--- src/rtl/bdq_pkg.sv ---
// ----------------------------------------------------------------------------
// bdq_pkg
// Types and codes for the bounded deque with search.
// ----------------------------------------------------------------------------
package bdq_pkg;

    typedef enum logic [2:0] {
        OP_PUSH_FRONT = 3'd0,
        OP_PUSH_BACK  = 3'd1,
        OP_POP_FRONT  = 3'd2,
        OP_POP_BACK   = 3'd3,
        OP_PEEK_FRONT = 3'd4,
        OP_PEEK_BACK  = 3'd5,
        OP_CONTAINS   = 3'd6,
        OP_REMOVE_ALL = 3'd7
    } op_t;

    typedef enum logic [1:0] {
        STAT_OK    = 2'd0,
        STAT_EMPTY = 2'd1,
        STAT_FULL  = 2'd2
    } stat_t;

    typedef enum logic [1:0] {
        S_IDLE,
        S_READ,
        S_SCAN
    } state_t;

    typedef struct packed {
        op_t                op;
        logic signed [31:0] value;
    } cmd_t;

    typedef struct packed {
        logic signed [31:0] out_value;
        logic               found;
        stat_t              status;
        logic [4:0]         count;
    } result_t;

endpackage

--- src/rtl/bounded_deque_with_search.sv ---
// ----------------------------------------------------------------------------
// bounded_deque_with_search
// Ring-buffer deque of DEPTH entries in one synchronous RAM, with search.
// ----------------------------------------------------------------------------
// Usage:
//   Command channel: a transfer happens at a rising edge with start high and
//   busy low; cmd carries the op code and the value.
//   Result channel: done is high for exactly one cycle while result holds
//   the value, found flag, status and new count. The receiver cannot stall:
//   each result is taken in the cycle it is shown.
// Flow (from the accept edge to the done pulse):
//   push, and any op that fails or finds an empty deque: done is shown in the
//   next cycle; busy stays low, so these ops sustain one transfer per cycle.
//   pop / peek: one RAM read, in state S_READ, with busy high.
//   contains / remove all: a walk in S_SCAN over n entries, n up to the count
//   (contains stops at the first hit), so at most DEPTH entries.
//   The walk is set by the single read port of the entry RAM: one entry per
//   cycle, and remove all writes kept entries back through the write port
//   in the same pass.
// Reset: the deque is empty (front and count cleared); RAM contents are not
//   cleared, since only held entries are ever read.
// ----------------------------------------------------------------------------
module bounded_deque_with_search #(
    parameter int DEPTH = 16,
    parameter int WIDTH = 32
) (
    input  logic             clk,
    input  logic             rst_n,
    input  logic             start,
    input  bdq_pkg::cmd_t    cmd,
    output logic             busy,
    output logic             done,
    output bdq_pkg::result_t result
);
    import bdq_pkg::*;

    localparam int AW = (DEPTH > 1) ? $clog2(DEPTH) : 1;
    localparam int CW = $clog2(DEPTH + 1);

    // entry RAM
    logic [WIDTH-1:0] mem [DEPTH];
    logic [WIDTH-1:0] rdata_reg;
    logic             we;
    logic [AW-1:0]    waddr;
    logic [WIDTH-1:0] wdata;
    logic [AW-1:0]    raddr;

    // control and datapath registers
    state_t           state_reg,  state_next;
    logic [AW-1:0]    front_reg,  front_next;
    logic [CW-1:0]    count_reg,  count_next;
    logic             done_reg,   done_next;
    op_t              op_reg,     op_next;
    logic [WIDTH-1:0] val_reg,    val_next;
    logic [AW-1:0]    idx_reg,    idx_next;
    logic [AW-1:0]    kept_reg,   kept_next;
    result_t          result_reg, result_next;

    logic [31:0]      cmd_val_u;
    logic [WIDTH-1:0] cmd_val;
    logic [CW-1:0]    count_m1;
    logic             empty;
    logic             full;
    logic             match;
    logic             last;

    // ring position of front + off, off < DEPTH
    function automatic logic [AW-1:0] ring_pos(input logic [AW-1:0] front,
                                               input logic [AW-1:0] off);
        logic [AW:0] sum;
        sum = {1'b0, front} + {1'b0, off};
        if (sum >= (AW+1)'(DEPTH))
            sum = sum - (AW+1)'(DEPTH);
        return sum[AW-1:0];
    endfunction

    assign cmd_val_u = cmd.value;
    assign cmd_val   = WIDTH'(cmd_val_u);
    assign count_m1  = count_reg - CW'(1);
    assign empty     = (count_reg == '0);
    assign full      = (count_reg >= CW'(DEPTH));
    assign match     = (rdata_reg == val_reg);
    assign last      = ((CW'(idx_reg) + CW'(1)) == count_reg);

    always_ff @(posedge clk)
    begin
        if (we)
            mem[waddr] <= wdata;
    end

    always_ff @(posedge clk)
    begin
        rdata_reg <= mem[raddr];
    end

    always_ff @(posedge clk or negedge rst_n)
    begin
        if (!rst_n)
        begin
            state_reg <= S_IDLE;
            front_reg <= '0;
            count_reg <= '0;
            done_reg  <= 1'b0;
        end
        else
        begin
            state_reg <= state_next;
            front_reg <= front_next;
            count_reg <= count_next;
            done_reg  <= done_next;
        end
    end

    always_ff @(posedge clk)
    begin
        op_reg     <= op_next;
        val_reg    <= val_next;
        idx_reg    <= idx_next;
        kept_reg   <= kept_next;
        result_reg <= result_next;
    end

    always_comb
    begin
        state_next  = state_reg;
        front_next  = front_reg;
        count_next  = count_reg;
        done_next   = 1'b0;
        op_next     = op_reg;
        val_next    = val_reg;
        idx_next    = idx_reg;
        kept_next   = kept_reg;
        result_next = result_reg;
        we          = 1'b0;
        waddr       = front_reg;
        wdata       = val_reg;
        raddr       = front_reg;

        case (state_reg)
            S_IDLE:
            begin
                if (start)
                begin
                    op_next               = cmd.op;
                    val_next              = cmd_val;
                    idx_next              = '0;
                    kept_next             = '0;
                    result_next.out_value = '0;
                    result_next.found     = 1'b0;
                    result_next.status    = STAT_OK;
                    result_next.count     = 5'(count_reg);
                    case (cmd.op)
                        OP_PUSH_FRONT,
                        OP_PUSH_BACK:
                        begin
                            done_next = 1'b1;
                            if (full)
                                result_next.status = STAT_FULL;
                            else
                            begin
                                we    = 1'b1;
                                wdata = cmd_val;
                                if (cmd.op == OP_PUSH_FRONT)
                                begin
                                    front_next = (front_reg == '0) ? AW'(DEPTH - 1)
                                                                   : front_reg - AW'(1);
                                    waddr      = front_next;
                                end
                                else
                                    waddr = ring_pos(front_reg, count_reg[AW-1:0]);
                                count_next        = count_reg + CW'(1);
                                result_next.count = 5'(count_next);
                            end
                        end
                        OP_REMOVE_ALL:
                        begin
                            if (empty)
                                done_next = 1'b1;
                            else
                                state_next = S_SCAN;
                        end
                        default:
                        begin
                            if (empty)
                            begin
                                done_next          = 1'b1;
                                result_next.status = STAT_EMPTY;
                            end
                            else if (cmd.op == OP_CONTAINS)
                                state_next = S_SCAN;
                            else
                            begin
                                state_next = S_READ;
                                if (cmd.op == OP_POP_BACK || cmd.op == OP_PEEK_BACK)
                                    raddr = ring_pos(front_reg, count_m1[AW-1:0]);
                            end
                        end
                    endcase
                end
            end

            S_READ:
            begin
                // pop or peek: RAM data is the addressed end entry
                state_next            = S_IDLE;
                done_next             = 1'b1;
                result_next.out_value = signed'(32'(rdata_reg));
                if (op_reg == OP_POP_FRONT)
                begin
                    front_next = ring_pos(front_reg, AW'(1));
                    count_next = count_m1;
                end
                else if (op_reg == OP_POP_BACK)
                    count_next = count_m1;
                result_next.count = 5'(count_next);
            end

            S_SCAN:
            begin
                // rdata_reg holds the entry at offset idx_reg
                if (op_reg == OP_CONTAINS)
                begin
                    if (match || last)
                    begin
                        state_next        = S_IDLE;
                        done_next         = 1'b1;
                        result_next.found = match;
                    end
                    else
                    begin
                        idx_next = idx_reg + AW'(1);
                        raddr    = ring_pos(front_reg, idx_next);
                    end
                end
                else
                begin
                    // compaction: kept entries go back at offset kept_reg,
                    // which never passes the read offset
                    if (!match)
                    begin
                        we        = 1'b1;
                        waddr     = ring_pos(front_reg, kept_reg);
                        wdata     = rdata_reg;
                        kept_next = kept_reg + AW'(1);
                    end
                    if (last)
                    begin
                        state_next        = S_IDLE;
                        done_next         = 1'b1;
                        count_next        = CW'(kept_reg) + CW'(!match);
                        result_next.count = 5'(count_next);
                    end
                    else
                    begin
                        idx_next = idx_reg + AW'(1);
                        raddr    = ring_pos(front_reg, idx_next);
                    end
                end
            end

            default:
            begin
                state_next = S_IDLE;
            end
        endcase
    end

    assign busy   = (state_reg != S_IDLE);
    assign done   = done_reg;
    assign result = result_reg;

endmodule

--- config.mk ---
export PLATFORM = sky130hd
export DESIGN_NAME = bounded_deque_with_search
export DESIGN_NICKNAME = d
export VERILOG_FILES = /design/src/rtl/bdq_pkg.sv /design/src/rtl/bounded_deque_with_search.sv
export SDC_FILE = /design/constraint.sdc
export NUM_CORES = 1
export LEC_CHECK = 0
export ABC_AREA = 0
export BUFFER_PORTS_ARGS = -buffer_cell sky130_fd_sc_hd__buf_2
export CAP_MARGIN = 10
export CORE_UTILIZATION = 45
export DETAILED_ROUTE_END_ITERATION = 12
export GPL_ROUTABILITY_DRIVEN = 0
export GPL_TIMING_DRIVEN = 0
export PLACE_DENSITY = 0.6
export SLEW_MARGIN = 20
export SYNTH_ARGS = -nofsm -noshare
export SYNTH_HDL_FRONTEND = slang
export SYNTH_SLANG_ARGS = --single-unit
--- constraint.sdc ---
create_clock -name clk -period 6.8 [get_ports clk]
set_input_delay 0.34 -clock clk [delete_from_list [all_inputs] [get_ports clk]]
set_output_delay 0.34 -clock clk [all_outputs]
set_load 0.02 [all_outputs]
After elaboration in Yosys (flattened, before gate mapping)
Memories as Yosys holds them, arrays and structs flattened. A register that Yosys moved wholly into a read port is not among the register bits.
Index checks and enable logic that the tools add are counted.
{"block": "word_totals", "elab_cells": 168, "in_bits": 38, "output_inout_bits": 42, "ramBits": 512, "mem_count": 1, "ff_bits": 95}
{"block": "op_classes", "n_eq_ne": 28, "n_reduce_logical": 21, "n_addsub": 17, "n_lt_le_gt_ge": 6, "muxes": 83}
{"name": "mem", "words": 16, "width": 32, "rd": 1, "rd_clocked_by_memory_dff": 1, "wr": 1, "line_no": "bounded_deque_with_search.sv:41", "rtl": "logic [WIDTH-1:0] mem [DEPTH];"}
{"cell": "two-way mux 32 bit", "count": 5}
{"cell": "case mux 32 bit (2 select lines)", "count": 2}
{"cell": "two-way mux 4 bit", "count": 31}
{"cell": "two-way mux 40 bit", "count": 1}
{"cell": "case mux 4 bit (2 select lines)", "count": 5}
{"cell": "two-way mux 5 bit", "count": 7}
{"cell": "equality test 32 bit", "count": 1}
{"cell": "greater-or-equal comparator 5 bit (second input constant)", "count": 6}
{"cell": "case mux 5 bit (3 select lines)", "count": 2}
{"cell": "subtractor 4 x 1 -> 4 bit (second input constant)", "count": 6}
{"cell": "!= test 2 bit (second input constant)", "count": 11}
{"cell": "adder 4 x 4 -> 5 bit", "count": 4}
{"cell": "two-way mux 1 bit", "count": 16}
{"cell": "two-way mux 2 bit", "count": 8}
{"cell": "AND reduction 4 bit", "count": 4}
{"cell": "equality test 3 bit (second input constant)", "count": 4}
{"cell": "!= test 3 bit (second input constant)", "count": 4}
{"cell": "case mux 2 bit (2 select lines)", "count": 3}
{"cell": "adder 4 x 1 -> 5 bit (second input constant)", "count": 2}
{"cell": "equality test 3 x 2 -> 1 bit (second input constant)", "count": 3}
{"cell": "adder 4 x 1 -> 4 bit (second input constant)", "count": 2}
{"cell": "AND reduction 6 bit", "count": 1}
{"cell": "nonzero test 2 bit", "count": 3}
{"cell": "adder 4 x 1 -> 5 bit", "count": 1}
{"cell": "20 further kinds", "count": 23}

Longest topological paths before layout
{"block": "depth", "depth_word": 10, "depth_mapped": 15, "ltp_nobuf": 13}

Worst setup path before layout
No wires, ideal clock.
{"block": "synth_path", "path_type": "flip-flop to flip-flop", "start": "reg state_reg[0]", "end": "mem mem[0][0] (enable)", "slack_ns": 1.551, "n_path_buf": 0, "setup_time_ns": 0.421, "arrival_time_ns": 4.828, "path_stages_with_launch": 10, "path_cell_list": "dfrtp_1 inv_1 ha_1 clkinv_1 nor2_1 nand2_1 o32a_1 nor2_1 nand2_1 nor2_1"}
{"block": "synth_via", "elab_chain_cells": 4, "word_cells_on_any_way": 6, "cone_classes": "1 x eq/ne; 4 x mux; 1 x reduce/logical"}
{"element": "start, declared", "line_no": "bounded_deque_with_search.sv:49", "rtl": "state_t state_reg, state_next;"}
{"element": "start signal, assigned", "line_no": "bounded_deque_with_search.sv:107", "rtl": "state_reg <= state_next;"}
{"element": "equality test 2 bit / logical NOT 2 bit (equally long branches)", "line_no": "bounded_deque_with_search.sv:139", "rtl": "case (state_reg)"}
{"element": "case mux 1 bit (2 select lines)", "line_no": "bounded_deque_with_search.sv:139"}
{"element": "two-way mux 1 bit", "line_no": "bounded_deque_with_search.sv:87", "rtl": "if (we)"}
{"element": "two-way mux 1 bit (not written as such)", "line_no": "bounded_deque_with_search.sv:88", "rtl": "mem[waddr] <= wdata;"}
{"element": "end, declared", "line_no": "bounded_deque_with_search.sv:41"}
Parallel ways exist; a longest one is shown, timed or not.

Worst setup path after layout
{"block": "layout_path", "start": "reg val_reg[1]", "end": "mem mem[5][16] (enable)"}
{"block": "layout_via", "elab_chain_cells": 6, "word_cells_on_any_way": 9, "cone_classes": "1 x eq/ne; 8 x mux"}
{"element": "start, declared", "line_no": "bounded_deque_with_search.sv:54", "rtl": "logic [WIDTH-1:0] val_reg, val_next;"}
{"element": "start signal, assigned", "line_no": "bounded_deque_with_search.sv:117", "rtl": "val_reg <= val_next;"}
{"element": "equality test 32 bit *", "line_no": "bounded_deque_with_search.sv:82", "rtl": "assign match = (rdata_reg == val_reg);"}
{"element": "two-way mux 1 bit", "line_no": "bounded_deque_with_search.sv:239", "rtl": "if (!match)"}
{"element": "two-way mux 1 bit", "line_no": "bounded_deque_with_search.sv:221", "rtl": "if (op_reg == OP_CONTAINS)"}
{"element": "case mux 1 bit (2 select lines)", "line_no": "bounded_deque_with_search.sv:139"}
{"element": "two-way mux 1 bit", "line_no": "bounded_deque_with_search.sv:87"}
{"element": "two-way mux 1 bit (not written as such)", "line_no": "bounded_deque_with_search.sv:88"}
Mark *: on every way between the ends. The rest lies on a longest branch, timed or not.

==> results by group <==
Setup path
  – CP Launch Point: val_reg[1]
  – Delay-heaviest family, CP: simple AND/OR/NAND/NOR gates
  – Worst R2R Setup Slack: 1.53 ns
  – Capturing point of the worst reg2reg path: mem[5][16]
  – Startpoint class of the critical path: register
  – CP Class: register to register
  – Critical Path RT: 7.10 ns
  – End of the critical path: mem[5][16]
  – Worst R2R Start: val_reg[1]
  – Worst R2R Path Depth: 12
  – Setup crit end kind: register
  – Worst Path Arrival: 5.57 ns
  – Slowest cell on crit path: buf_1
  – Worst path most repeated cell: buf_16
  – Critical path peak fanout: 14
  – Buffers and inverters on the worst path: 4
  – CP Cell Sequence: xnor2_1, nand4_1, nor4_4, a21o_1, buf_2, buf_1, a31oi_1, o32ai_1, nand2_1, nor2_4, buf_16, buf_16
  – CP Depth: 12
  – Crit path largest cell delay: 0.75 ns

Die
  – I/O Pins: 80
  – Die area: 0.0615 sq mm
  – Initial core utilization: 45.8%
  – Die Wd: 248 um
  – Chip height: 248 um
  – CORE AREA: 0.0594 sq mm
  – Site Rows: 89

Finish
  – Final #Nets: 1999
  – Layout cells sized above 1: 19.3%
  – Area Growth Syn to Fin: 17.5%
  – Fillers: 4803
  – Fin util: 53.9%
  – Max reg flops: 512

Logic synthesis
  – Syn. warnings: 0
  – Cell Area, Synth: 0.0272 sq mm
  – Netlist cell types: 61
  – Syn nets: 1786
  – Synth Area per Inst: 15.8 sq um
  – Post-synthesis async set-or-reset flop share: 1.88%
  – Post-synthesis sequential area ratio: 69.1%
  – Number of enable flip-flop cells after synthesis: 595
  – Cells after Synth: 1719
  – Ys flop type: edfxtp_1
  – Register bit total from synthesis: 639

Drt
  – Drt via density: 5.80
  – DRC Markers: 0
  – Initial DRC Count: 1699
  – Wire length per cell: 26.7 um
  – First drt pass iteration count: 8
  – Vias after detailed routing: 16000
  – Final WL: 73500 um
  – ANT nets after route: 0

STA
  – RSZ-0062 raised after global routing: no
  – Post-Route Skew: 0.0163 ns
  – Max Slew Vio Count: 0
  – Tmin final: 5.27 ns
  – Max Freq: 190 MHz
  – Rel. slew slack: 29.7%
  – Final WS setup: 1.53 ns
  – Least-Margin Pin Slew: 1.05 ns
  – Worst hold slack: 0.0251 ns
  – Final period utilization: 77.6%
  – # setup viols final: 0
  – Final Hold Viols: 0

Placement
  – Dpl ws: 1.76 ns
  – HPWL after DPL: 50400 um
  – Port Buffers: 78

Pwr
  – IR drop worst, VDD: 310 uV
  – Total Power: 16.7 mW
  – Leakage: 11.8 nW
  – Power per standard cell area: 521 mW/mm^2

Run
  – Max_cap viols: 0

Clock network
  – Cts bufs inserted: 69
  – Max clock buf depth: 3
  – Root Buffer: clkbuf_16
  – Post-CTS setup buffers: 0
  – Htree depth: 3
  – Clk_lat worst skew: 0.60 ns
  – Clock transition at path regs: 0.06 ns
  – CTS resizes: 0
  – TritonCTS clock tree: built
  – Clock sinks: 639

GRT
  – Global-route wire length before repair: 107000 um
  – Initial antenna violation count: 0
  – Gr usage total: 24.4%
  – Pin count of the biggest net entering global routing: 20
  – Total grt overflow: 0
  – Vias in the first global route: 15900

Min path
  – Class of the worst hold path: input port to register

Status
  – Outcome: finished clean
[report_power, final]
part           total [mW]  switching [mW]  internal (mW)  leakage, nW
logic                7.39            4.65           2.74         4.94
clock network        3.63            1.51           2.12         1.07
registers            5.66           0.361           5.30         5.84
total                16.7            6.51           10.2         11.8
[kinds of logic (layout without fill, tap and decap cells)]
| group | Yosys count | after routing | synth area share (%) |
|---|---|---|---|
| other | 0 | 1 | 0 |
| DFF | 639 | 639 | 69.1 |
| buffers and inverters | 149 | 414 | 2.74 |
| and+or+nand+nor | 259 | 259 | 4.64 |
| AOI/OAI and AO/OA | 217 | 217 | 6.17 |
| muxes | 362 | 362 | 13.8 |
| adders and majority gates | 29 | 29 | 1.44 |
| xor gates and xnor gates | 64 | 64 | 2.11 |
[routing by layer]
| metal | global-route usage, % | vias up | wire, um |
|---|---|---|---|
| met5 | 0 | - | 0 |
| met4 | 7.36 | 0 | 1600 |
| met3 | 4.11 | 100 | 5330 |
| met2 | 38.9 | 611 | 34600 |
| met1 | 34.2 | 8184 | 32000 |
| li1 | - | 7105 | - |
[area by class of cell]
type	count	area [sq um]	area share, %
Sequential cell	639	18800	58.8
Multi-Input combinational cell	931	7790	24.3
Tap cell	773	967	3.02
Inverter	50	188	0.587
Clock inverter	31	264	0.825
Buffer	99	559	1.75
Timing Repair Buffer	142	1510	4.72
Antenna cell	1	2.50	0.00782
Clock buffer	92	1900	5.95
[worst min-delay path by stage]
stage / startpoint / to / slack [ns] / cells after the start
CTS: cmd[25] / val_reg[25] / 0.001 / 1
floorplan: rst_n / count_reg[0] / 0.04 / 0
finish: cmd[25] / val_reg[25] / 0.03 / 1
global placement: rst_n / count_reg[2] / 0.26 / 1
detailed placement: rst_n / count_reg[2] / 0.26 / 1
global route: cmd[25] / val_reg[25] / 0.03 / 1
[Yosys cell counts, types with 15 or more instances]
library cell  instances  area [sq um]
buf_4                22           165
ha_1                 25           313
inv_1                48           180
mux2_2               98          1100
edfxtp_1            595         17900
xnor2_1              44           385
o211ai_1             65           488
xor2_1               19           166
a22oi_1              32           240
and2_1               38           238
o21ai_0              19          95.1
dfxtp_1              32           641
clkbuf_1             43           161
nor2_1               48           180
nand2_1              93           349
buf_2                15          75.1
a222oi_1             32           320
nand3_1              39           195
a21oi_1              22           110
mux2i_1             262          2620
[placed cells by master, fill, tap and decap left out, types with 5 or more instances in the layout]
master and instances:
xnor2_1 44, a21o_1 7, nor2_4 17, dfxtp_1 32, o211ai_1 65, o21ai_0 19
edfxtp_1 595, clkbuf_8 9, buf_4 22, a222oi_1 32, clkinv_2 13, mux2i_1 262
ha_1 25, buf_6 11, o22ai_1 5, dfrtp_1 12, clkinv_1 10, inv_1 48
nand2_1 93, nand2b_1 6, xor2_1 19, buf_16 25, a221oi_1 5, buf_1 7
a22oi_1 32, and2_1 38, nand4_1 11, dlygate4sd3_1 35, mux2_2 98, nor3_1 7
buf_2 93, nor2_1 31, clkbuf_1 57, clkbuf_16 69, nand3_1 39, a21oi_1 22
[per-stage QoR]
| stage | instances | cell area, sq um | setup TNS, ns |
|---|---|---|---|
| 2_1_floorplan | 1719 | 27200 | 0 |
| 3_3_place_gp | 2570 | 28600 | -985.96 |
| 3_5_place_dp | 2599 | 29500 | 0 |
| 4_1_cts | 2757 | 32000 | 0 |
| 5_1_grt | 2757 | 32000 | 0 |
| 6_report | 2758 | 32000 | 0 |
[timing repair]
item	CTS	global route
hold buffers	35	0
hold endpoints to repair	46	0
endpoints found under the setup margin	0	0
Power figures use the tool's default switching activity.
